File: config.mk
export PLATFORM = sky130hd
export DESIGN_NAME = chain_code_rescaler
export DESIGN_NICKNAME = d
export VERILOG_FILES = /design/src/hdl/ccr_pkg.sv /design/src/hdl/ccr_ctrl.sv /design/src/hdl/ccr_dp.sv /design/src/hdl/chain_code_rescaler.sv
export SDC_FILE = /design/constraint.sdc
export NUM_CORES = 1
export LEC_CHECK = 0
export BUFFER_PORTS_ARGS = -buffer_cell sky130_fd_sc_hd__buf_2
export CORE_ASPECT_RATIO = 0.75
export CORE_MARGIN = 2
export CORE_UTILIZATION = 55
export CTS_CLUSTER_DIAMETER = 50
export DETAILED_ROUTE_END_ITERATION = 6
export HOLD_SLACK_MARGIN = 0.03
export PLACE_DENSITY = 0.72
export SYNTH_ARGS = -nofsm -noshare
export SYNTH_HDL_FRONTEND = slang
export SYNTH_SLANG_ARGS = --single-unit
File: constraint.sdc
create_clock -name clock -period 8.4 [get_ports clock]
set_clock_uncertainty 0.15 [all_clocks]
set_input_delay 1.68 -clock clock [delete_from_list [all_inputs] [get_ports clock]]
set_output_delay 1.68 -clock clock [all_outputs]
set_load 0.005 [all_outputs]
File: src/hdl/ccr_pkg.sv
// ccr_pkg: shared constants, state type and controller/datapath interface structs
// for the chain code rescaler. No dependencies.
`default_nettype none

package ccr_pkg;

   // fixed field and register widths
   localparam int IN_COORD_W  = 12;
   localparam int CODE_W      = 8;
   localparam int POS_BITS    = 35;
   localparam int SCALE_BITS  = 22;
   localparam int CSR_ADDR_W  = 3;
   localparam int CSR_DATA_W  = 32;

   // default parameter values
   localparam int COORD_BITS_DEF = 12;
   localparam int FRAC_BITS_DEF  = 16;

   // result count limit per transaction
   localparam int MAX_EMIT = 64;
   localparam int CNT_BITS = 7;

   // register map (index = byte address / 4)
   localparam logic REG_SCALE = 1'b0;

   localparam logic [SCALE_BITS-1:0] SCALE_RESET = 22'd65536;

   // chain code characters
   localparam logic [CODE_W-1:0] CODE_LEFT  = 8'h34;  // '4'
   localparam logic [CODE_W-1:0] CODE_RIGHT = 8'h36;  // '6'
   localparam logic [CODE_W-1:0] CODE_UP    = 8'h38;  // '8'
   localparam logic [CODE_W-1:0] CODE_DOWN  = 8'h32;  // '2'

   // input kind
   localparam logic KIND_START = 1'b0;

   typedef enum logic [2:0] {
      ST_IDLE,
      ST_MUL_X,
      ST_MUL_Y,
      ST_MOVE,
      ST_COUNT,
      ST_EMIT
   } ccr_state_type;

   typedef struct packed {
      logic load;
      logic mul_x;
      logic mul_y;
      logic move;
      logic count;
      logic emit;
   } ccr_cmd_type;

   typedef struct packed {
      logic in_start;
      logic in_move;
      logic cross_zero;
      logic cnt_last;
      logic out_free;
   } ccr_status_type;

endpackage

`default_nettype wire

File: src/hdl/ccr_ctrl.sv
// ccr_ctrl: sequencing state machine for the chain code rescaler.
// Depends on ccr_pkg; drives commands to ccr_dp and reads its status.
`default_nettype none

module ccr_ctrl (
   input  wire logic                   clock,
   input  wire logic                   reset,
   input  wire logic                   req_valid,
   output logic                        req_stall,
   input  wire ccr_pkg::ccr_status_type status,
   output ccr_pkg::ccr_cmd_type        cmd
);
   import ccr_pkg::*;

   ccr_state_type state_ff;
   ccr_state_type state_in;

   // state register
   always_ff @(posedge clock) begin
      if (reset) begin
         state_ff <= ST_IDLE;
      end else begin
         state_ff <= state_in;
      end
   end

   // next state and commands
   always_comb begin
      state_in  = state_ff;
      cmd       = '0;
      req_stall = 1'b1;
      case (state_ff)
         ST_IDLE: begin
            req_stall = reset;
            if (req_valid && !reset) begin
               cmd.load = 1'b1;
               if (status.in_start) begin
                  state_in = ST_MUL_X;
               end else if (status.in_move) begin
                  state_in = ST_MOVE;
               end
            end
         end
         ST_MUL_X: begin
            cmd.mul_x = 1'b1;
            state_in  = ST_MUL_Y;
         end
         ST_MUL_Y: begin
            cmd.mul_y = 1'b1;
            state_in  = ST_IDLE;
         end
         ST_MOVE: begin
            cmd.move = 1'b1;
            state_in = ST_COUNT;
         end
         ST_COUNT: begin
            cmd.count = 1'b1;
            state_in  = status.cross_zero ? ST_IDLE : ST_EMIT;
         end
         ST_EMIT: begin
            if (status.out_free) begin
               cmd.emit = 1'b1;
               if (status.cnt_last) begin
                  state_in = ST_IDLE;
               end
            end
         end
         default: begin
            state_in = ST_IDLE;
         end
      endcase
   end

endmodule

`default_nettype wire

File: src/hdl/ccr_dp.sv
// ccr_dp: position registers, shared multiplier, cell crossing count and
// result register. Depends on ccr_pkg; controlled by ccr_ctrl.
`default_nettype none

module ccr_dp #(
   parameter int COORD_BITS = ccr_pkg::COORD_BITS_DEF,
   parameter int FRAC_BITS  = ccr_pkg::FRAC_BITS_DEF
) (
   input  wire logic                            clock,
   input  wire logic                            reset,
   input  wire logic                            req_kind,
   input  wire logic [ccr_pkg::IN_COORD_W-1:0]  req_start_x,
   input  wire logic [ccr_pkg::IN_COORD_W-1:0]  req_start_y,
   input  wire logic [ccr_pkg::CODE_W-1:0]      req_step_code,
   output logic                                 rsp_valid,
   input  wire logic                            rsp_stall,
   output logic [ccr_pkg::CODE_W-1:0]           rsp_out_step,
   output logic                                 rsp_last,
   input  wire logic [ccr_pkg::SCALE_BITS-1:0]  scale,
   input  wire ccr_pkg::ccr_cmd_type            cmd,
   output ccr_pkg::ccr_status_type              status
);
   import ccr_pkg::*;

   localparam int USE_BITS  = (COORD_BITS < IN_COORD_W) ? COORD_BITS : IN_COORD_W;
   localparam int PROD_W    = USE_BITS + SCALE_BITS;
   localparam int CELL_BITS = POS_BITS - FRAC_BITS;

   logic [USE_BITS-1:0]  x_ff, y_ff;
   logic [CODE_W-1:0]    code_ff;
   logic                 axis_ff, up_ff;
   logic [POS_BITS-1:0]  pos_x_ff, pos_y_ff;
   logic [CELL_BITS-1:0] old_cell_ff;
   logic [CNT_BITS-1:0]  cnt_ff;
   logic                 rsp_valid_ff, rsp_last_ff;
   logic [CODE_W-1:0]    rsp_step_ff;

   logic                 code_ok, code_axis, code_up;
   logic [USE_BITS-1:0]  mul_a;
   logic [PROD_W-1:0]    prod;
   logic [POS_BITS-1:0]  pos_sel, pos_step, scale_ext;
   logic [CELL_BITS-1:0] new_cell, crossed;
   logic [CNT_BITS-1:0]  crossed_sat;
   logic                 out_free;

   // decode the incoming step code
   always_comb begin
      code_ok   = 1'b1;
      code_axis = 1'b0;
      code_up   = 1'b0;
      case (req_step_code)
         CODE_LEFT:  begin code_axis = 1'b0; code_up = 1'b0; end
         CODE_RIGHT: begin code_axis = 1'b0; code_up = 1'b1; end
         CODE_UP:    begin code_axis = 1'b1; code_up = 1'b0; end
         CODE_DOWN:  begin code_axis = 1'b1; code_up = 1'b1; end
         default:    code_ok = 1'b0;
      endcase
   end

   // shared multiplier for the start position
   assign mul_a = cmd.mul_y ? y_ff : x_ff;
   assign prod  = PROD_W'(mul_a) * PROD_W'(scale);

   // move along the selected axis
   assign pos_sel   = axis_ff ? pos_y_ff : pos_x_ff;
   assign scale_ext = POS_BITS'(scale);
   assign pos_step  = up_ff ? (pos_sel + scale_ext) : (pos_sel - scale_ext);

   // cells crossed in the direction of motion, saturated
   assign new_cell    = pos_sel[POS_BITS-1:FRAC_BITS];
   assign crossed     = up_ff ? (new_cell - old_cell_ff) : (old_cell_ff - new_cell);
   assign crossed_sat = (crossed > CELL_BITS'(MAX_EMIT)) ? CNT_BITS'(MAX_EMIT)
                                                         : crossed[CNT_BITS-1:0];

   assign out_free = !rsp_valid_ff || !rsp_stall;

   // transaction payload capture
   always_ff @(posedge clock) begin
      if (cmd.load) begin
         x_ff    <= req_start_x[USE_BITS-1:0];
         y_ff    <= req_start_y[USE_BITS-1:0];
         code_ff <= req_step_code;
         axis_ff <= code_axis;
         up_ff   <= code_up;
      end
   end

   // position state
   always_ff @(posedge clock) begin
      if (reset) begin
         pos_x_ff <= '0;
         pos_y_ff <= '0;
      end else begin
         if (cmd.mul_x) begin
            pos_x_ff <= POS_BITS'(prod);
         end else if (cmd.move && !axis_ff) begin
            pos_x_ff <= pos_step;
         end
         if (cmd.mul_y) begin
            pos_y_ff <= POS_BITS'(prod);
         end else if (cmd.move && axis_ff) begin
            pos_y_ff <= pos_step;
         end
      end
   end

   // old cell and result count
   always_ff @(posedge clock) begin
      if (cmd.move) begin
         old_cell_ff <= pos_sel[POS_BITS-1:FRAC_BITS];
      end
      if (cmd.count) begin
         cnt_ff <= crossed_sat;
      end else if (cmd.emit) begin
         cnt_ff <= cnt_ff - CNT_BITS'(1);
      end
   end

   // result register
   always_ff @(posedge clock) begin
      if (reset) begin
         rsp_valid_ff <= 1'b0;
      end else if (cmd.emit) begin
         rsp_valid_ff <= 1'b1;
      end else if (!rsp_stall) begin
         rsp_valid_ff <= 1'b0;
      end
   end

   always_ff @(posedge clock) begin
      if (cmd.emit) begin
         rsp_step_ff <= code_ff;
         rsp_last_ff <= (cnt_ff == CNT_BITS'(1));
      end
   end

   assign rsp_valid    = rsp_valid_ff;
   assign rsp_out_step = rsp_step_ff;
   assign rsp_last     = rsp_last_ff;

   // status to the controller
   always_comb begin
      status            = '0;
      status.in_start   = (req_kind == KIND_START);
      status.in_move    = (req_kind != KIND_START) && code_ok;
      status.cross_zero = (crossed_sat == '0);
      status.cnt_last   = (cnt_ff == CNT_BITS'(1));
      status.out_free   = out_free;
   end

endmodule

`default_nettype wire

File: src/hdl/chain_code_rescaler.sv
// chain_code_rescaler: top level with the scale register on the APB-style port,
// the controller ccr_ctrl and the datapath ccr_dp. Depends on ccr_pkg.
//
//   channel  direction  handshake                   payload
//   req      in         req_valid / req_stall       req_kind, req_start_x, req_start_y,
//                                                   req_step_code
//   rsp      out        rsp_valid / rsp_stall       rsp_out_step, rsp_last
//   csr      in         psel, penable, pwrite       paddr, pwdata, prdata, pready
//
// a start transaction is accepted, then x and y go in turn through one shared multiplier
// a step transaction is accepted, moved and counted, then emits 0 to 64 results, one per cycle while rsp_stall allows
// any other code is consumed in the accept cycle
// the result register lets the next transaction be accepted while the last result waits
// rsp_stall holds the result register and the emitting controller in place
// synchronous reset clears the positions to zero and the scale to 1.0
`default_nettype none

module chain_code_rescaler #(
   parameter int COORD_BITS = ccr_pkg::COORD_BITS_DEF,
   parameter int FRAC_BITS  = ccr_pkg::FRAC_BITS_DEF
) (
   input  wire logic                            clock,
   input  wire logic                            reset,
   input  wire logic                            req_valid,
   output logic                                 req_stall,
   input  wire logic                            req_kind,
   input  wire logic [ccr_pkg::IN_COORD_W-1:0]  req_start_x,
   input  wire logic [ccr_pkg::IN_COORD_W-1:0]  req_start_y,
   input  wire logic [ccr_pkg::CODE_W-1:0]      req_step_code,
   output logic                                 rsp_valid,
   input  wire logic                            rsp_stall,
   output logic [ccr_pkg::CODE_W-1:0]           rsp_out_step,
   output logic                                 rsp_last,
   input  wire logic                            psel,
   input  wire logic                            penable,
   input  wire logic                            pwrite,
   input  wire logic [ccr_pkg::CSR_ADDR_W-1:0]  paddr,
   input  wire logic [ccr_pkg::CSR_DATA_W-1:0]  pwdata,
   output logic [ccr_pkg::CSR_DATA_W-1:0]       prdata,
   output logic                                 pready
);
   import ccr_pkg::*;

   logic [SCALE_BITS-1:0] scale_ff;
   logic                  csr_wr;
   ccr_cmd_type           cmd;
   ccr_status_type        status;

   // configuration register
   assign pready = 1'b1;
   assign csr_wr = psel && penable && pwrite && (paddr[CSR_ADDR_W-1] == REG_SCALE);

   always_ff @(posedge clock) begin
      if (reset) begin
         scale_ff <= SCALE_RESET;
      end else if (csr_wr) begin
         scale_ff <= pwdata[SCALE_BITS-1:0];
      end
   end

   // read back
   always_comb begin
      prdata = '0;
      if (paddr[CSR_ADDR_W-1] == REG_SCALE) begin
         prdata = CSR_DATA_W'(scale_ff);
      end
   end

   ccr_ctrl u_ctrl (
      .clock     (clock),
      .reset     (reset),
      .req_valid (req_valid),
      .req_stall (req_stall),
      .status    (status),
      .cmd       (cmd)
   );

   ccr_dp #(
      .COORD_BITS (COORD_BITS),
      .FRAC_BITS  (FRAC_BITS)
   ) u_dp (
      .clock         (clock),
      .reset         (reset),
      .req_kind      (req_kind),
      .req_start_x   (req_start_x),
      .req_start_y   (req_start_y),
      .req_step_code (req_step_code),
      .rsp_valid     (rsp_valid),
      .rsp_stall     (rsp_stall),
      .rsp_out_step  (rsp_out_step),
      .rsp_last      (rsp_last),
      .scale         (scale_ff),
      .cmd           (cmd),
      .status        (status)
   );

endmodule

`default_nettype wire

==> metrics <==
status=finished, final reports clean; post-synthesis sequential area ratio=about a fifth; Slew Viols, Final=0; clock slew at reported path FFs=80 ps; Max Clk Rate=roughly 130 MHz; YS warnings=0; drt pass-1 iters=5; postcts setup bufs=0; Via density=5.95; number of enable flip-flop cells after synthesis=69; initial antenna violation count=0; pin count of the biggest net entering global routing=93; Final period util=92.2%; Starting Density=a little under three fifths; # fillers=3108; DIE WIDTH=between 200 and 250 um; CP arrival=about 8000 ps; Critical Path RT=roughly 8500 ps; Post-CTS Hold Fix Bufs=0; vias in the first global route=16999; Setup TNS=0 ps; post-cts gate resize count=0; Mapped Area=approximately 20000 um^2; Async SR Flop Fraction=0%; distinct cell type count after synthesis=94; total global-route track usage=between 30 and 40%; relative slew slack=21.7%; pwr/cell area=109 nW/um^2; Pleak=between 9 and 10 nW; Vert. Die Dim=168 um; GPL Wtd Cong=around 0.91; Synth Flop Type=dfxtp_1; Antenna Nets Post-Route=0; WL final=approximately 54000 um; Least-Margin Pin Slew=1180 ps; clk buf depth=2; Hold Path Class=reg -> reg; RSZ-0062 raised after global routing=false; Worst Setup Start Kind=register; flop and latch count out of synthesis=about 170; Overall Power=roughly 2.3 mW; Max Cap Viol=0; core area=~35000 um^2; CTS H-tree lvls=4; fin crit period=about 7700 ps; I/O pins=approximately 120; Avg Inst Size Synth=roughly 8.4 um^2; cell count after synthesis=roughly 2400; setup violators final=0; DR DRC count=0; I/O Buffers=95; share of cells above drive strength 1=under 10%; Routed wire per std cell=approximately 19 um; antenna cells=0; final hold vios=0; Setup Crit Path Kind=reg -> reg; CTS root buf=clkbuf_16; CTS tree=done; total clock sinks=roughly 170; post-DP HPWL=just over 40000 um; total number of vias=16840; NumNets Final=~2800; DR iter-0 viols=1515; area delta synth->final=6.62%; row count=59; total grt overflow=0; Clock Latency Late Sink=460 ps; die area=37300 um^2; CP Capture Type=register; first-pass GRT wire length=roughly 89000 um; crit path max fanout=19; Inserted Clock Buffers=17; Peak VDD IR=approximately 0.00015 V
-- cell families after synthesis --
| family | after synthesis | synth area share, % |
|---|---|---|
| buffers and inverters | 460 | 9.55 |
| AOI/OAI and AO/OA | 472 | 15.7 |
| and+or+nand+nor | 771 | 18.2 |
| other | 2 | 0.0382 |
| adders and majority gates | 348 | 29.9 |
| muxes | 47 | 2.51 |
| DFF | 165 | 20.3 |
| xor gates and xnor gates | 86 | 3.83 |
-- power by group --
group	leakage (nW)	internal (mW)	switching [mW]	total [mW]
registers	1.41	0.852	0.0199	0.872
clock network	0.305	0.414	0.428	0.842
logic	8.11	0.209	0.368	0.577
total	9.83	1.47	0.816	2.29
-- routing by layer --
layer,global-route usage (%),vias to the layer above,wire [um]
li1,-,7800,-
met1,41.2,8262,23900
met2,47.4,682,24200
met3,6.77,96,4820
met4,9.37,0,1400
met5,0,-,0
-- registers in the layout, summed over array words and instances (netlist names) --
name / count
u_dp.axis_ff: 1
u_dp.up_ff: 1
u_dp.rsp_last: 1
u_dp.rsp_out_step: 8
scale_ff: 22
u_dp.x_ff: 12
u_dp.cnt_ff: 7
u_ctrl.state_ff: 3
u_dp.old_cell_ff: 19
u_dp.pos_y_ff: 35
u_dp.y_ff: 12
u_dp.code_ff: 8
u_dp.pos_x_ff: 35
u_dp.rsp_valid: 1
-- through the flow --
stage	setup slack (ps)	hold WS (ps)	util, %	std cells	cell area [um^2]
6_report	656	277	59.9	2832	21000
5_1_grt	98.0	286	59.9	2832	21000
4_1_cts	712	278	59.9	2832	21000
3_5_place_dp	753	257	58.1	2800	20300
3_3_place_gp	875	251	58.1	2800	20300
2_1_floorplan	1540	250	-	2360	19700
-- layout make-up --
class / instances / area [um^2] / share of cell area [%]
clock buffer: 17 / 425 / 2.03
timing repair buffer: 126 / 721 / 3.44
tap: 457 / 572 / 2.73
inverter: 317 / 1190 / 5.67
sequential: 165 / 3990 / 19.0
multi-input combinational: 1735 / 13900 / 66.1
clock inverter: 15 / 211 / 1.01
-- cells in the final DEF (no fill, tap or decap), types with 18 or more instances in the layout --
cell type / synthesis / routed
nand3_1: 35 / 35
a21oi_1: 172 / 172
mux2_2: 19 / 19
dfxtp_1: 96 / 96
mux2i_1: 28 / 28
buf_4: 11 / 30
ha_1: 145 / 145
a22oi_1: 45 / 45
inv_1: 316 / 316
xnor2_1: 44 / 44
nor2_1: 112 / 110
buf_2: 6 / 95
xor2_1: 42 / 42
o21ai_0: 67 / 67
a21o_1: 18 / 18
a211oi_1: 19 / 19
nor2b_1: 25 / 24
nor3_1: 31 / 31
and2_1: 73 / 73
fa_1: 203 / 203
nand2_1: 391 / 391
edfxtp_1: 69 / 69
-- synth_stat cells (10+ instances only) --
cell type  count  area share (%)
xor2_1        42             1.9
mux2i_1       28             1.4
o21a_1        13            0.50
nand2_1      391             7.5
o21ai_0       67             1.7
xnor2_1       44             2.0
nor3_1        31            0.79
a22oi_1       45             1.7
nand4_1       15            0.48
nand2b_1      10            0.32
ha_1         145             9.2
inv_1        316             6.0
a21o_1        18            0.69
nor4_1        10            0.32
a211oi_1      19            0.73
fa_1         203              21
a21boi_0      11            0.42
o21bai_1      10            0.38
a31oi_1       17            0.54
buf_4         11            0.42
nand3_1       35            0.89
mux2_2        19             1.1
and2_1        73             2.3
buf_1         11            0.21
edfxtp_1      69              11
a21oi_1      172             4.4
clkbuf_1     102             1.9
and3_1        14            0.45
nor2_1       112             2.1
o22ai_1       10            0.32
nor2b_1       25            0.79
dfxtp_1       96             9.8
-- path summary, 6_finish.rpt --
path	start	endpoint	slack (ps)	cells after the start
worst max register to register	u_ctrl.state_ff[1]$_SDFFE_PP0P_	u_dp.pos_y_ff[25]$_SDFFE_PP0P_	660	22
worst min-delay path	u_dp.code_ff[1]$_DFFE_PP_	u_dp.rsp_out_step[1]$_DFFE_PP_	280	0
worst max-delay path	u_ctrl.state_ff[1]$_SDFFE_PP0P_	u_dp.pos_y_ff[25]$_SDFFE_PP0P_	660	22
worst min register to register	u_dp.code_ff[1]$_DFFE_PP_	u_dp.rsp_out_step[1]$_DFFE_PP_	280	0
-- worst max-delay path, cell delays in order (launching register included) --
cell and delay (ps):
dfxtp_1 420, or3b_2 760, nand2_1 150, nand2_1 470, and2_1 400, fa_1 500, fa_1 520, fa_1 510
fa_1 540, inv_1 50, fa_1 530, inv_1 50, ha_1 370, a21oi_1 140, o21ai_0 160, a2111oi_0 400
buf_4 190, a21boi_0 170, o31ai_1 410, a21oi_1 140, or3_1 340, nand3_1 100, a21oi_1 60
(Power assumes the default switching activity.)
